<file path="src/rtl/core/swpw_pkg.sv">
// Package of shared types, constants and segment functions for the pulse-width byte sender.
`timescale 1ns / 1ps
`default_nettype none

package swpw_pkg;

  localparam int TickCountBits = 12;
  localparam int BitsPerFrame  = 8;
  localparam int RegBits       = 12;
  localparam int DataBits      = 8;
  localparam int DataIdxBits   = $clog2(DataBits);
  localparam int LastSeg       = 2 * BitsPerFrame + 2;
  localparam int SegBits       = $clog2(LastSeg + 1);
  localparam int CfgIdxBits    = 3;
  localparam logic [31:0] TickMax = 32'((64'd1 << TickCountBits) - 64'd1);

  typedef enum logic [1:0] {
    CMD_TICK  = 2'd0,
    CMD_SEND  = 2'd1,
    CMD_LEVEL = 2'd2
  } cmd_t;

  typedef enum logic [CfgIdxBits-1:0] {
    CFG_START_HIGH = 3'd0,
    CFG_ZERO_LOW   = 3'd1,
    CFG_ZERO_HIGH  = 3'd2,
    CFG_ONE_LOW    = 3'd3,
    CFG_ONE_HIGH   = 3'd4,
    CFG_END_LOW    = 3'd5,
    CFG_END_HIGH   = 3'd6
  } cfg_index_t;

  typedef struct packed {
    logic [RegBits-1:0] start_high_ticks;
    logic [RegBits-1:0] zero_low_ticks;
    logic [RegBits-1:0] zero_high_ticks;
    logic [RegBits-1:0] one_low_ticks;
    logic [RegBits-1:0] one_high_ticks;
    logic [RegBits-1:0] end_low_ticks;
    logic [RegBits-1:0] end_high_ticks;
  } cfg_t;

  typedef struct packed {
    logic line_level;
    logic busy_res;
    logic frame_done;
    logic rejected;
  } res_t;

  function automatic logic seg_bit(logic [SegBits-1:0] seg, logic [DataBits-1:0] shift);
    int idx;
    int pos;
    idx = (int'(seg) - 1) >>> 1;
    pos = BitsPerFrame - 1 - idx;
    if (pos >= 0 && pos < DataBits) begin
      return shift[pos[DataIdxBits-1:0]];
    end
    return 1'b0;
  endfunction

  function automatic logic seg_level(logic [SegBits-1:0] seg);
    if (seg == '0) begin
      return 1'b1;
    end
    if (seg == SegBits'(LastSeg - 1)) begin
      return 1'b0;
    end
    if (seg >= SegBits'(LastSeg)) begin
      return 1'b1;
    end
    return ~seg[0];
  endfunction

  function automatic logic [TickCountBits-1:0] seg_length(logic [SegBits-1:0] seg,
                                                           logic [DataBits-1:0] shift,
                                                           cfg_t cfg);
    logic [RegBits-1:0] len;
    logic [TickCountBits-1:0] sat;
    logic b;
    b = seg_bit(seg, shift);
    if (seg == '0) begin
      len = cfg.start_high_ticks;
    end else if (seg == SegBits'(LastSeg - 1)) begin
      len = cfg.end_low_ticks;
    end else if (seg >= SegBits'(LastSeg)) begin
      len = cfg.end_high_ticks;
    end else if (seg[0]) begin
      len = b ? cfg.one_low_ticks : cfg.zero_low_ticks;
    end else begin
      len = b ? cfg.one_high_ticks : cfg.zero_high_ticks;
    end
    if (32'(len) > TickMax) begin
      sat = TickCountBits'(TickMax);
    end else begin
      sat = TickCountBits'(len);
    end
    if (sat == '0) begin
      sat = TickCountBits'(1);
    end
    return sat;
  endfunction

endpackage

`default_nettype wire

</file>
<file path="src/rtl/core/swpw_cmd_if.sv">
// Interface of the command channel: valid, ready and the command word.
`timescale 1ns / 1ps
`default_nettype none

interface swpw_cmd_if;
  logic       valid;
  logic       ready;
  logic [1:0] command;
  logic [7:0] data_byte;

  modport source (output valid, output command, output data_byte, input ready);
  modport sink (input valid, input command, input data_byte, output ready);
endinterface

`default_nettype wire

</file>
<file path="src/rtl/core/swpw_res_if.sv">
// Interface of the result channel: valid, ready and the result word.
`timescale 1ns / 1ps
`default_nettype none

interface swpw_res_if;
  logic valid;
  logic ready;
  logic line_level;
  logic busy_res;
  logic frame_done;
  logic rejected;

  modport source (output valid, output line_level, output busy_res, output frame_done,
                  output rejected, input ready);
  modport sink (input valid, input line_level, input busy_res, input frame_done,
                input rejected, output ready);
endinterface

`default_nettype wire

</file>
<file path="src/rtl/core/swpw_cfg_regs.sv">
// Segment length registers with their reset values and the write port.
`timescale 1ns / 1ps
`default_nettype none

module swpw_cfg_regs (
  input  wire logic                               clk,
  input  wire logic                               rst,
  input  wire logic                               cfg_we,
  input  wire logic [swpw_pkg::CfgIdxBits-1:0]    cfg_index,
  input  wire logic [swpw_pkg::RegBits-1:0]       cfg_data,
  output swpw_pkg::cfg_t                          cfg
);

  always_ff @(posedge clk) begin
    if (rst) begin
      cfg.start_high_ticks <= swpw_pkg::RegBits'(100);
      cfg.zero_low_ticks   <= swpw_pkg::RegBits'(15);
      cfg.zero_high_ticks  <= swpw_pkg::RegBits'(5);
      cfg.one_low_ticks    <= swpw_pkg::RegBits'(5);
      cfg.one_high_ticks   <= swpw_pkg::RegBits'(15);
      cfg.end_low_ticks    <= swpw_pkg::RegBits'(5);
      cfg.end_high_ticks   <= swpw_pkg::RegBits'(400);
    end else if (cfg_we) begin
      unique case (cfg_index)
        swpw_pkg::CFG_START_HIGH: cfg.start_high_ticks <= cfg_data;
        swpw_pkg::CFG_ZERO_LOW:   cfg.zero_low_ticks   <= cfg_data;
        swpw_pkg::CFG_ZERO_HIGH:  cfg.zero_high_ticks  <= cfg_data;
        swpw_pkg::CFG_ONE_LOW:    cfg.one_low_ticks    <= cfg_data;
        swpw_pkg::CFG_ONE_HIGH:   cfg.one_high_ticks   <= cfg_data;
        swpw_pkg::CFG_END_LOW:    cfg.end_low_ticks    <= cfg_data;
        swpw_pkg::CFG_END_HIGH:   cfg.end_high_ticks   <= cfg_data;
        default: ;
      endcase
    end
  end

endmodule

`default_nettype wire

</file>
<file path="src/rtl/core/swpw_seq.sv">
// Frame sequencer: segment state registers and the per-tick update logic.
`timescale 1ns / 1ps
`default_nettype none

module swpw_seq (
  input  wire logic                            clk,
  input  wire logic                            rst,
  input  wire logic                            fire,
  input  wire logic [1:0]                      command,
  input  wire logic [swpw_pkg::DataBits-1:0]   data_byte,
  input  wire swpw_pkg::cfg_t                  cfg,
  output swpw_pkg::res_t                       result
);

  logic                                  line_out;
  logic                                  sending;
  logic [swpw_pkg::SegBits-1:0]          segment_index;
  logic [swpw_pkg::TickCountBits-1:0]    ticks_left;
  logic [swpw_pkg::DataBits-1:0]         shift_byte;

  logic                                  line_out_next;
  logic                                  sending_next;
  logic [swpw_pkg::SegBits-1:0]          segment_index_next;
  logic [swpw_pkg::TickCountBits-1:0]    ticks_left_next;
  logic [swpw_pkg::DataBits-1:0]         shift_byte_next;

  logic                                  cmd_act;
  logic                                  done;
  logic [swpw_pkg::TickCountBits-1:0]    dec;

  always_comb begin
    line_out_next      = line_out;
    sending_next       = sending;
    segment_index_next = segment_index;
    ticks_left_next    = ticks_left;
    shift_byte_next    = shift_byte;
    done               = 1'b0;
    dec                = '0;

    cmd_act = (command == swpw_pkg::CMD_SEND) || (command == swpw_pkg::CMD_LEVEL);

    if (!sending) begin
      if (command == swpw_pkg::CMD_SEND) begin
        shift_byte_next    = data_byte;
        sending_next       = 1'b1;
        segment_index_next = '0;
        ticks_left_next    = swpw_pkg::seg_length('0, data_byte, cfg);
      end else if (command == swpw_pkg::CMD_LEVEL) begin
        line_out_next = data_byte[0];
      end
    end

    if (sending_next) begin
      line_out_next = swpw_pkg::seg_level(segment_index_next);
      dec = (ticks_left_next != '0) ? ticks_left_next - swpw_pkg::TickCountBits'(1) : '0;
      ticks_left_next = dec;
      if (dec == '0) begin
        if (segment_index_next >= swpw_pkg::SegBits'(swpw_pkg::LastSeg)) begin
          sending_next       = 1'b0;
          done               = 1'b1;
          line_out_next      = 1'b1;
          segment_index_next = '0;
        end else begin
          segment_index_next = segment_index_next + swpw_pkg::SegBits'(1);
          ticks_left_next    = swpw_pkg::seg_length(segment_index_next, shift_byte_next, cfg);
        end
      end
    end

    result.line_level = line_out_next;
    result.busy_res   = sending_next;
    result.frame_done = done;
    result.rejected   = cmd_act && sending;
  end

  always_ff @(posedge clk) begin
    if (rst) begin
      line_out      <= 1'b0;
      sending       <= 1'b0;
      segment_index <= '0;
      ticks_left    <= '0;
      shift_byte    <= '0;
    end else if (fire) begin
      line_out      <= line_out_next;
      sending       <= sending_next;
      segment_index <= segment_index_next;
      ticks_left    <= ticks_left_next;
      shift_byte    <= shift_byte_next;
    end
  end

endmodule

`default_nettype wire

</file>
<file path="src/rtl/core/swpw_res_buf.sv">
// Two-entry result queue: output register plus skid register.
`timescale 1ns / 1ps
`default_nettype none

module swpw_res_buf (
  input  wire logic           clk,
  input  wire logic           rst,
  input  wire logic           push,
  input  wire swpw_pkg::res_t push_data,
  output logic                in_ready,
  output logic                head_valid,
  output swpw_pkg::res_t      head,
  input  wire logic           out_ready
);

  logic           skid_valid;
  swpw_pkg::res_t skid;
  logic           pop;

  assign pop      = head_valid && out_ready;
  assign in_ready = !skid_valid;

  always_ff @(posedge clk) begin
    if (rst) begin
      head_valid <= 1'b0;
      skid_valid <= 1'b0;
    end else begin
      if (!head_valid) begin
        head_valid <= push;
      end else if (pop) begin
        if (skid_valid) begin
          skid_valid <= push;
        end else begin
          head_valid <= push;
        end
      end else if (push) begin
        skid_valid <= 1'b1;
      end
    end
  end

  always_ff @(posedge clk) begin
    if (!head_valid || (pop && !skid_valid)) begin
      head <= push_data;
    end else if (pop) begin
      head <= skid;
    end
    if (push && (skid_valid || (head_valid && !pop))) begin
      skid <= push_data;
    end
  end

endmodule

`default_nettype wire

</file>
<file path="src/rtl/core/single_wire_pulse_width_byte_sender_core.sv">
// Top level of the single-wire pulse-width byte sender.
// Each command word is one tick of line timing: a send command frames a byte as a start high,
// eight bits MSB first (low then high, the lengths chosen by the bit value) and an end low and
// end high, after which the line idles high; a level command sets the idle level, and a send or
// level command during a frame is flagged as rejected. One command word is accepted in every
// cycle while the result queue has room; its result word is registered in the queue's output
// register, or in its skid register while an unread word waits there. The two-entry queue keeps
// the command channel ready while one result waits. The user writes segment lengths through the
// configuration port only while the block is idle; the block itself does not enforce this.
`timescale 1ns / 1ps
`default_nettype none

module single_wire_pulse_width_byte_sender_core (
  input  wire logic                              clk,
  input  wire logic                              rst,
  swpw_cmd_if.sink                               cmd,
  swpw_res_if.source                             res,
  input  wire logic                              cfg_we,
  input  wire logic [swpw_pkg::CfgIdxBits-1:0]   cfg_index,
  input  wire logic [swpw_pkg::RegBits-1:0]      cfg_data
);

  swpw_pkg::cfg_t cfg;
  swpw_pkg::res_t result;
  swpw_pkg::res_t head;
  logic           buf_ready;
  logic           fire;

  assign cmd.ready = buf_ready;
  assign fire      = cmd.valid && buf_ready;

  swpw_cfg_regs u_cfg (
    .clk       (clk),
    .rst       (rst),
    .cfg_we    (cfg_we),
    .cfg_index (cfg_index),
    .cfg_data  (cfg_data),
    .cfg       (cfg)
  );

  swpw_seq u_seq (
    .clk       (clk),
    .rst       (rst),
    .fire      (fire),
    .command   (cmd.command),
    .data_byte (cmd.data_byte),
    .cfg       (cfg),
    .result    (result)
  );

  swpw_res_buf u_buf (
    .clk        (clk),
    .rst        (rst),
    .push       (fire),
    .push_data  (result),
    .in_ready   (buf_ready),
    .head_valid (res.valid),
    .head       (head),
    .out_ready  (res.ready)
  );

  assign res.line_level = head.line_level;
  assign res.busy_res   = head.busy_res;
  assign res.frame_done = head.frame_done;
  assign res.rejected   = head.rejected;

  // A finished frame leaves the line high and the sender idle.
  a_done_idle: assert property (@(posedge clk) disable iff (rst)
    res.valid && res.frame_done |-> res.line_level && !res.busy_res)
    else $error("frame end word shows a busy sender or a low line");

  // A rejection only happens during a frame, which may end on that same tick.
  a_reject_busy: assert property (@(posedge clk) disable iff (rst)
    res.valid && res.rejected |-> res.busy_res || res.frame_done)
    else $error("rejected word while the sender was idle");

  // The queue stalls the command side only while a result word is waiting.
  a_stall_has_word: assert property (@(posedge clk) disable iff (rst)
    !cmd.ready |-> res.valid)
    else $error("command channel stalled with no result word pending");

endmodule

`default_nettype wire
</file>
<file path="src/flat_wrapper.sv">
// flat-port wrapper written by rule: the top's interface ports become plain ports
module single_wire_pulse_width_byte_sender_core_flat 
  (clk, rst, cfg_we, cfg_index, cfg_data, cmd_valid, cmd_command, cmd_data_byte, cmd_ready, res_valid, res_line_level, res_busy_res, res_frame_done, res_rejected, res_ready);
  swpw_cmd_if cmd_i ();
  swpw_res_if res_i ();
  input  wire logic clk;
  input  wire logic rst;
  input  wire logic cfg_we;
  input  wire logic [swpw_pkg::CfgIdxBits-1:0] cfg_index;
  input  wire logic [swpw_pkg::RegBits-1:0] cfg_data;
  input wire logic [$bits(cmd_i.valid)-1:0] cmd_valid;
  input wire logic [$bits(cmd_i.command)-1:0] cmd_command;
  input wire logic [$bits(cmd_i.data_byte)-1:0] cmd_data_byte;
  output wire logic [$bits(cmd_i.ready)-1:0] cmd_ready;
  output wire logic [$bits(res_i.valid)-1:0] res_valid;
  output wire logic [$bits(res_i.line_level)-1:0] res_line_level;
  output wire logic [$bits(res_i.busy_res)-1:0] res_busy_res;
  output wire logic [$bits(res_i.frame_done)-1:0] res_frame_done;
  output wire logic [$bits(res_i.rejected)-1:0] res_rejected;
  input wire logic [$bits(res_i.ready)-1:0] res_ready;
  assign cmd_i.valid = cmd_valid;
  assign cmd_i.command = cmd_command;
  assign cmd_i.data_byte = cmd_data_byte;
  assign cmd_ready = cmd_i.ready;
  assign res_valid = res_i.valid;
  assign res_line_level = res_i.line_level;
  assign res_busy_res = res_i.busy_res;
  assign res_frame_done = res_i.frame_done;
  assign res_rejected = res_i.rejected;
  assign res_i.ready = res_ready;
  single_wire_pulse_width_byte_sender_core u_core (.clk(clk), .rst(rst), .cmd(cmd_i), .res(res_i), .cfg_we(cfg_we), .cfg_index(cfg_index), .cfg_data(cfg_data));
endmodule
</file>
<file path="config.mk">
export PLATFORM = sky130hd
export DESIGN_NAME = single_wire_pulse_width_byte_sender_core_flat
export DESIGN_NICKNAME = d
export VERILOG_FILES = /design/src/rtl/core/swpw_pkg.sv /design/src/rtl/core/swpw_cmd_if.sv /design/src/rtl/core/swpw_res_if.sv /design/src/rtl/core/swpw_cfg_regs.sv /design/src/rtl/core/swpw_seq.sv /design/src/rtl/core/swpw_res_buf.sv /design/src/rtl/core/single_wire_pulse_width_byte_sender_core.sv /design/src/flat_wrapper.sv
export SDC_FILE = /design/constraint.sdc
export NUM_CORES = 1
export LEC_CHECK = 0
export BUFFER_PORTS_ARGS = -buffer_cell sky130_fd_sc_hd__buf_2
export CAP_MARGIN = 20
export CORE_AREA = 2 2 108 110
export DETAILED_ROUTE_END_ITERATION = 10
export DIE_AREA = 0 0 110 112
export PLACE_DENSITY = 0.77
export SLEW_MARGIN = 20
export SYNTH_ARGS = -nofsm -noshare
export SYNTH_HDL_FRONTEND = slang
export SYNTH_HIERARCHICAL = 1
export SYNTH_SLANG_ARGS = --single-unit
</file>
<file path="constraint.sdc">
create_clock -name clk -period 8.8 [get_ports clk]
set_input_delay 1.76 -clock clk [delete_from_list [all_inputs] [get_ports clk]]
set_output_delay 1.76 -clock clk [all_outputs]
set_load 0.01 [all_outputs]
</file>
==> flow_summary.toml, run 1 <==
[outcome]
status = "completed"

[timing]
period_minus_slack_ns = 6.46
relSlewSlack_pct = 26.3
setup_ws_ns = 2.34
worst_pin_slew_ns = 1.10
max_freq_mhz = 155
clock-skew-final_ns = 0.00857
drv_slew = 0
grt_setup_unrepaired = "false"
hold_viol = 0
setup_tns_ns = 0
finalSetupViolations = 0
finalCritPeriodShare_pct = 73.4
fin_hold_ws_ns = 0.459

[synthesis]
synth_top_cells_by_area = "dfxtp_1, mux2i_1, nand2b_1, nor2_1, edfxtp_1"
synth_edf_count = 8
syn_inst = 723
synth_top_area_share_pct = 33.7
ys_async_sr_fraction_pct = 0
synth.cell_area_um2 = 6720
synth_warnings = 6
syn_nets = 763
yosys.area.top_type = "dfxtp_1"
post-synth-top-count-cell = "dfxtp_1"
ys_types = 81
ys_seq_elements = 121
yosysSeqAreaShare_pct = 37.2
yosys-top-cells-count = "dfxtp_1, mux2i_1, nand2b_1"
synth-main-ff-cell = "dfxtp_1"
synth_area_per_cell_um2 = 9.29

[global_routing]
grt_pass1_vias = 5371
grt_antenna_before_repair = 0
globalRouteOverflowTotal = 0
grtUsageMet1_pct = 36.9
grt.total_usage_pct = 29.5
busiest_layer = "met2"
grt_use_met2_pct = 47.8
use_met3_pct = 7.79
grt_max_degree = 99
grt_pass1_wl_um = 27600

[worst_setup_path]
startpoint_type = "input port"
rr_endpoint = "u_core/u_seq/ticks_left[0]$_SDFFE_PP0P_"
crit_fanout = 16
endpoint_kind = "flip-flop"
worst-r2r-setup-slack_ns = 3.45
reg2reg_depth = 17
criticalPathCategory = "input port to flip-flop"
arrival_ns = 6.82
worst_ep_required_time_ns = 9.17
r2r-start = "u_core/u_seq/sending$_SDFFE_PP0P_"

[floorplan]
core_region_area_um2 = 11200
die_area_um2 = 12300
num_rows = 39
pin_count = 36
fp.dieW_um = 110
die_h_um = 112
start_util_pct = 60.1

[run]
cap_violations = 0

[clocking]
h-tree-depth = 4
clock_path_buffers = 2
clkTransAtPathRegs_ns = 0.05
ctsResizeCount = 0
clk_latency_ns = 0.42
ctsHoldBuffers = 0
cts.sinks = 121
cts_tree = "done"
cts_setup_buffers = 0
clockRootBuffer = "clkbuf_16"
cts_buffers = 17

[route]
drt-pass1-iter-count = 5
wl_per_cell_um = 19.4
drcViolationCount = 0
wl_um = 17300
vias = 5396
drt-initial-drc-count = 410
postRouteAntennaNets = 0
drt-vias-per-instance = 6.07

[min_path]
hold_start = "u_core/u_seq/shift_byte[3]$_SDFFE_PP0P_"
hold_path_end = "u_core/u_seq/shift_byte[3]$_SDFFE_PP0P_"
hp-class = "flip-flop to flip-flop"
hold_path_depth = 2

[placed_design]
place_congestion = 0.882
pre_cts_ws_ns = 2.02
dp.cells = 856
portBuffers = 35
dp_hpwl_um = 12000

[final_layout]
fin_nets = 773
fillers = 907
drive_gt1_share_pct = 16.1
antenna_cells = 0
fin_cells = 889
areaGrowthSynthToFinish_pct = 11.1

[power_and_ir_drop]
peakVddDrop_uv = 177
p_leak_nw = 3.13
powerDensity_nw_per_um2 = 194
-- worst max-delay path by stage --
stage	start	slack [ns]	end
finish	cmd_command[1]	2.34	u_core/u_seq/ticks_left[0]$_SDFFE_PP0P_
detailed placement	cmd_command[1]	2.02	u_core/u_seq/ticks_left[0]$_SDFFE_PP0P_
floorplan	cmd_command[1]	2.68	u_core/u_seq/ticks_left[0]$_SDFFE_PP0P_
global route	cmd_command[1]	1.95	u_core/u_seq/ticks_left[0]$_SDFFE_PP0P_
CTS	cmd_command[1]	2.40	u_core/u_seq/ticks_left[0]$_SDFFE_PP0P_
global placement	cmd_command[1]	2.32	u_core/u_seq/ticks_left[0]$_SDFFE_PP0P_
-- placed cells by master (no fill, tap or decap), drive strengths merged, types with 3 or more instances in the layout --
cell,netlist,layout
inv,14,14
a2111oi,3,3
nand2,54,54
nor4b,3,3
a211oi,4,4
clkbuf,24,25
xor2,5,5
nor2,72,72
a21oi,23,23
a221oi,4,4
o211ai,6,6
nand4bb,3,3
mux2,18,18
o221ai,4,4
ha,10,10
nor3,9,9
o31ai,4,4
o2111ai,3,3
nor4bb,3,3
o31a,4,4
mux2i,104,104
edfxtp,8,8
dfxtp,113,113
a222oi,8,8
o21ai,17,17
a221o,4,4
clkinv,0,5
nand2b,78,78
and3,11,11
and2,8,8
nand4b,3,3
o2bb2ai,3,3
or4b,3,3
buf,31,46
a31oi,3,3
nand3,19,19
nor2b,5,5
-- power breakdown --
| group | switching [W] | leakage (nW) | total [W] | internal (W) |
|---|---|---|---|---|
| logic | 0.000114 | 1.84 | 0.000190 | 0.0000756 |
| registers | 0.0000157 | 0.999 | 0.000590 | 0.000574 |
| clock network | 0.000235 | 0.288 | 0.000667 | 0.000432 |
-- metal layers --
metal	share of wire, %	vias to the layer above
li1	-	2609
met1	42	2580
met2	49	173
met3	6.7	34
met4	2.5	0
met5	0	-
-- metrics by stage --
| stage | instance area (um2) | power [W] | util, % |
|---|---|---|---|
| floorplan | 6720 | 0.000743 | - |
| CTS | 7450 | 0.00146 | 66.7 |
| global route | 7460 | 0.00150 | 66.8 |
| global placement | 6870 | 0.000785 | 61.5 |
| detailed placement | 6870 | 0.000787 | 61.5 |
| finish | 7460 | 0.00145 | 66.8 |
-- worst max-delay path, cell delays in order --
cell      delay (ns)
buf_2           0.10
inv_1           0.05
ha_1            0.28
nand2b_1        0.39
and2_1          0.33
ha_1            0.26
nand3_1         0.11
xor2_1          0.31
or2_0           0.36
nand3_1         0.17
ha_1            0.31
nor4bb_1        0.25
nand3_1         0.13
o21ai_1         0.22
nand2_2         0.29
mux2_2          0.36
a221oi_1        0.41
nand4_1         0.16
o41ai_1         0.38
a31o_1          0.18
-- flip-flops by register name (all words and copies together), names as in the netlist --
signal                      count
u_core/u_buf/skid               4
u_core/u_buf/skid_valid         1
u_core/u_seq/shift_byte         8
u_core/u_buf/head               4
u_core/u_seq/line_out           1
u_core/u_seq/ticks_left        12
u_core/u_seq/segment_index      5
u_core/u_seq/sending            1
u_core/u_buf/head_valid         1
u_core/u_cfg/cfg               84
-- logic make-up after synthesis --
family / share of synthesized area (%)
adder cells (fa/ha/maj): 1.86
AO/OA/AOI/OAI: 13.1
buffers and inverters: 5.12
XOR/XNOR: 0.912
multiplexers: 18.8
flip-flops: 37.2
AND/OR/NAND/NOR: 22.9
-- layout make-up --
type / instances / area, um2 / area share, %
well taps: 143 / 179 / 2.40
multi-input cells: 533 / 3890 / 52.1
clock buffers: 25 / 517 / 6.92
repair buffers: 46 / 264 / 3.54
flip-flops and latches: 121 / 2500 / 33.5
inverters: 14 / 52.6 / 0.704
clock inverters: 7 / 62.6 / 0.838
Note: power is estimated with default switching activity, not from simulation.
==> inputs of run 2 (changes only) <==
Clock period 8.8 ns to 6.5 ns, I/O delays scaled along.
==> run 2 against run 1 <==
Against the previous run: first-iteration DRC count rose by 23%; routed wire length fell by 0.76%; count of clock-buffer cells in the layout is 7 lower; sequential share of layout area fell by 0.12 points; utilization rose by 0.25 points; design area is 0.37% higher; sequential power up 35%; power up 37%; via count increased by 1.8%; critical path type unchanged; critical endpoint unchanged.
==> flow_summary.toml, run 2 (synthesis gave the netlist of run 1 again) <==
[outcome]
status = "completed"

[placed_design]
dp_hpwl_um = 11900
dp.cells = 857
portBuffers = 35
place_congestion = 1.01

[timing]
grt_setup_unrepaired = "false"
period_minus_slack_ns = 5.57
hold_viol = 0
worst_pin_slew_ns = 1.07
relSlewSlack_pct = 28.3
drv_slew = 0
finalSetupViolations = 0
setup_tns_ns = 0
clock-skew-final_ns = 0.00846
max_freq_mhz = 180
finalCritPeriodShare_pct = 85.7

[route]
drcViolationCount = 0
drt-pass1-iter-count = 5
drt-vias-per-instance = 6.17
postRouteAntennaNets = 0
drt-initial-drc-count = 506
vias = 5492
wl_per_cell_um = 19.3
wl_um = 17100

[power_and_ir_drop]
peakVddDrop_uv = 287
powerDensity_nw_per_um2 = 265
p_leak_nw = 3.14

[final_layout]
largest_reg_flops = 84
final_cell_mix = "dfxtp_1, mux2i_1, nand2b_1, nor2_1, nand2_1"
top_register = "u_core/u_cfg/cfg"
fillers = 870
areaGrowthSynthToFinish_pct = 11.5
reg_top3 = "u_core/u_cfg/cfg x84, u_core/u_seq/ticks_left x12, u_core/u_seq/shift_byte x8"
antenna_cells = 0
drive_gt1_share_pct = 16.6
fin_nets = 774
fin_cells = 890
final_common_cell = "dfxtp_1"

[clocking]
clockRootBuffer = "clkbuf_16"
ctsHoldBuffers = 0
cts_setup_buffers = 0
cts_tree = "done"
cts_buffers = 17
h-tree-depth = 4
ctsResizeCount = 0
clock_path_buffers = 2
cts.sinks = 121
clk_latency_ns = 0.43
clkTransAtPathRegs_ns = 0.06

[worst_setup_path]
slowest_stage = "o41ai_1"
cp_slowest_stage_delay_ns = 0.40
worst_ep_required_time_ns = 6.87
crit_fanout = 16
cp_cell_sequence = "buf_2, ha_1, nor2b_2, nor2_1, ha_1, nand3_1, xor2_1, or2_0, nand3_1, ha_1, nor4bb_1, nand3_1, o21ai_1, nand2_2, mux2_2, a221oi_1, nand4_1, o41ai_1, a31o_1"
startpoint_type = "input port"
endpoint_kind = "flip-flop"
crit_family = "simple AND/OR/NAND/NOR gates"
path_buf_inv = 1
arrival_ns = 5.94
criticalPathCategory = "input port to flip-flop"

[global_routing]
grt_pass1_vias = 5359
grt_pass1_wl_um = 27200
grt.total_usage_pct = 29.0
grt_max_degree = 72
globalRouteOverflowTotal = 0
grt_antenna_before_repair = 0

[floorplan]
pin_count = 36
start_util_pct = 60.1
die_h_um = 112
num_rows = 39
fp.dieW_um = 110
die_area_um2 = 12300
core_region_area_um2 = 11200

[run]
cap_violations = 0

[min_path]
hp-class = "flip-flop to flip-flop"
## run 2: worst register-to-register path: stages, from the launching register on
cell      delay (ns)
dfxtp_1         0.56
nand2b_1        0.18
and2_1          0.16
ha_1            0.25
nand3_1         0.12
xor2_1          0.30
or2_0           0.37
nand3_1         0.18
ha_1            0.24
nor4bb_1        0.30
nand3_1         0.11
o21ai_1         0.21
nand2_2         0.28
mux2_2          0.37
a221oi_1        0.38
nand4_1         0.19
o41ai_1         0.40
a31o_1          0.19
## run 2: final timing paths
| kind | startpoint | to | slack (ns) | depth (start not counted) |
|---|---|---|---|---|
| worst max-delay path | cmd_command[0] | u_core/u_seq/ticks_left[0]$_SDFFE_PP0P_ | 0.93 | 19 |
| worst max register to register | u_core/u_seq/sending$_SDFFE_PP0P_ | u_core/u_seq/ticks_left[0]$_SDFFE_PP0P_ | 1.65 | 17 |
| worst min register to register | u_core/u_seq/shift_byte[2]$_SDFFE_PP0P_ | u_core/u_seq/shift_byte[2]$_SDFFE_PP0P_ | 0.46 | 2 |
| worst min-delay path | u_core/u_seq/shift_byte[2]$_SDFFE_PP0P_ | u_core/u_seq/shift_byte[2]$_SDFFE_PP0P_ | 0.46 | 2 |
## run 2: cell type report
cell class / instances / area, um2 / area share, %
tap: 143 / 179 / 2.39
multi-input combinational: 533 / 3900 / 52.0
clock buffer: 18 / 439 / 5.86
clock inverter: 14 / 148 / 1.97
timing repair buffer: 47 / 275 / 3.67
sequential: 121 / 2500 / 33.4
inverter: 14 / 52.6 / 0.701
## run 2: through the flow
| stage | util, % | setup WS (ns) | power [W] | area (um2) | hold WS, ns |
|---|---|---|---|---|---|
| 2_1_floorplan | - | 0.836 | 0.00101 | 6720 | 0.436 |
| 3_3_place_gp | 61.6 | 0.850 | 0.00106 | 6880 | 0.444 |
| 3_5_place_dp | 61.7 | 0.643 | 0.00106 | 6890 | 0.449 |
| 4_1_cts | 66.9 | 1.05 | 0.00199 | 7480 | 0.456 |
| 5_1_grt | 67.0 | 0.559 | 0.00205 | 7490 | 0.480 |
| 6_report | 67.0 | 0.930 | 0.00198 | 7490 | 0.457 |
## run 2: per-layer routing
layer	GRT usage (%)	up-vias	wire length, um
met4	12.6	0	558
li1	-	2604	-
met5	0	-	0
met2	44.2	211	7850
met1	38.3	2630	7580
met3	7.85	47	1150
## run 2: power by group
group / total (W) / switching [W] / internal, W
clock network: 0.000927 / 0.000353 / 0.000574
logic: 0.000258 / 0.000155 / 0.000103
registers: 0.000798 / 0.0000215 / 0.000777
total: 0.00198 / 0.000529 / 0.00145
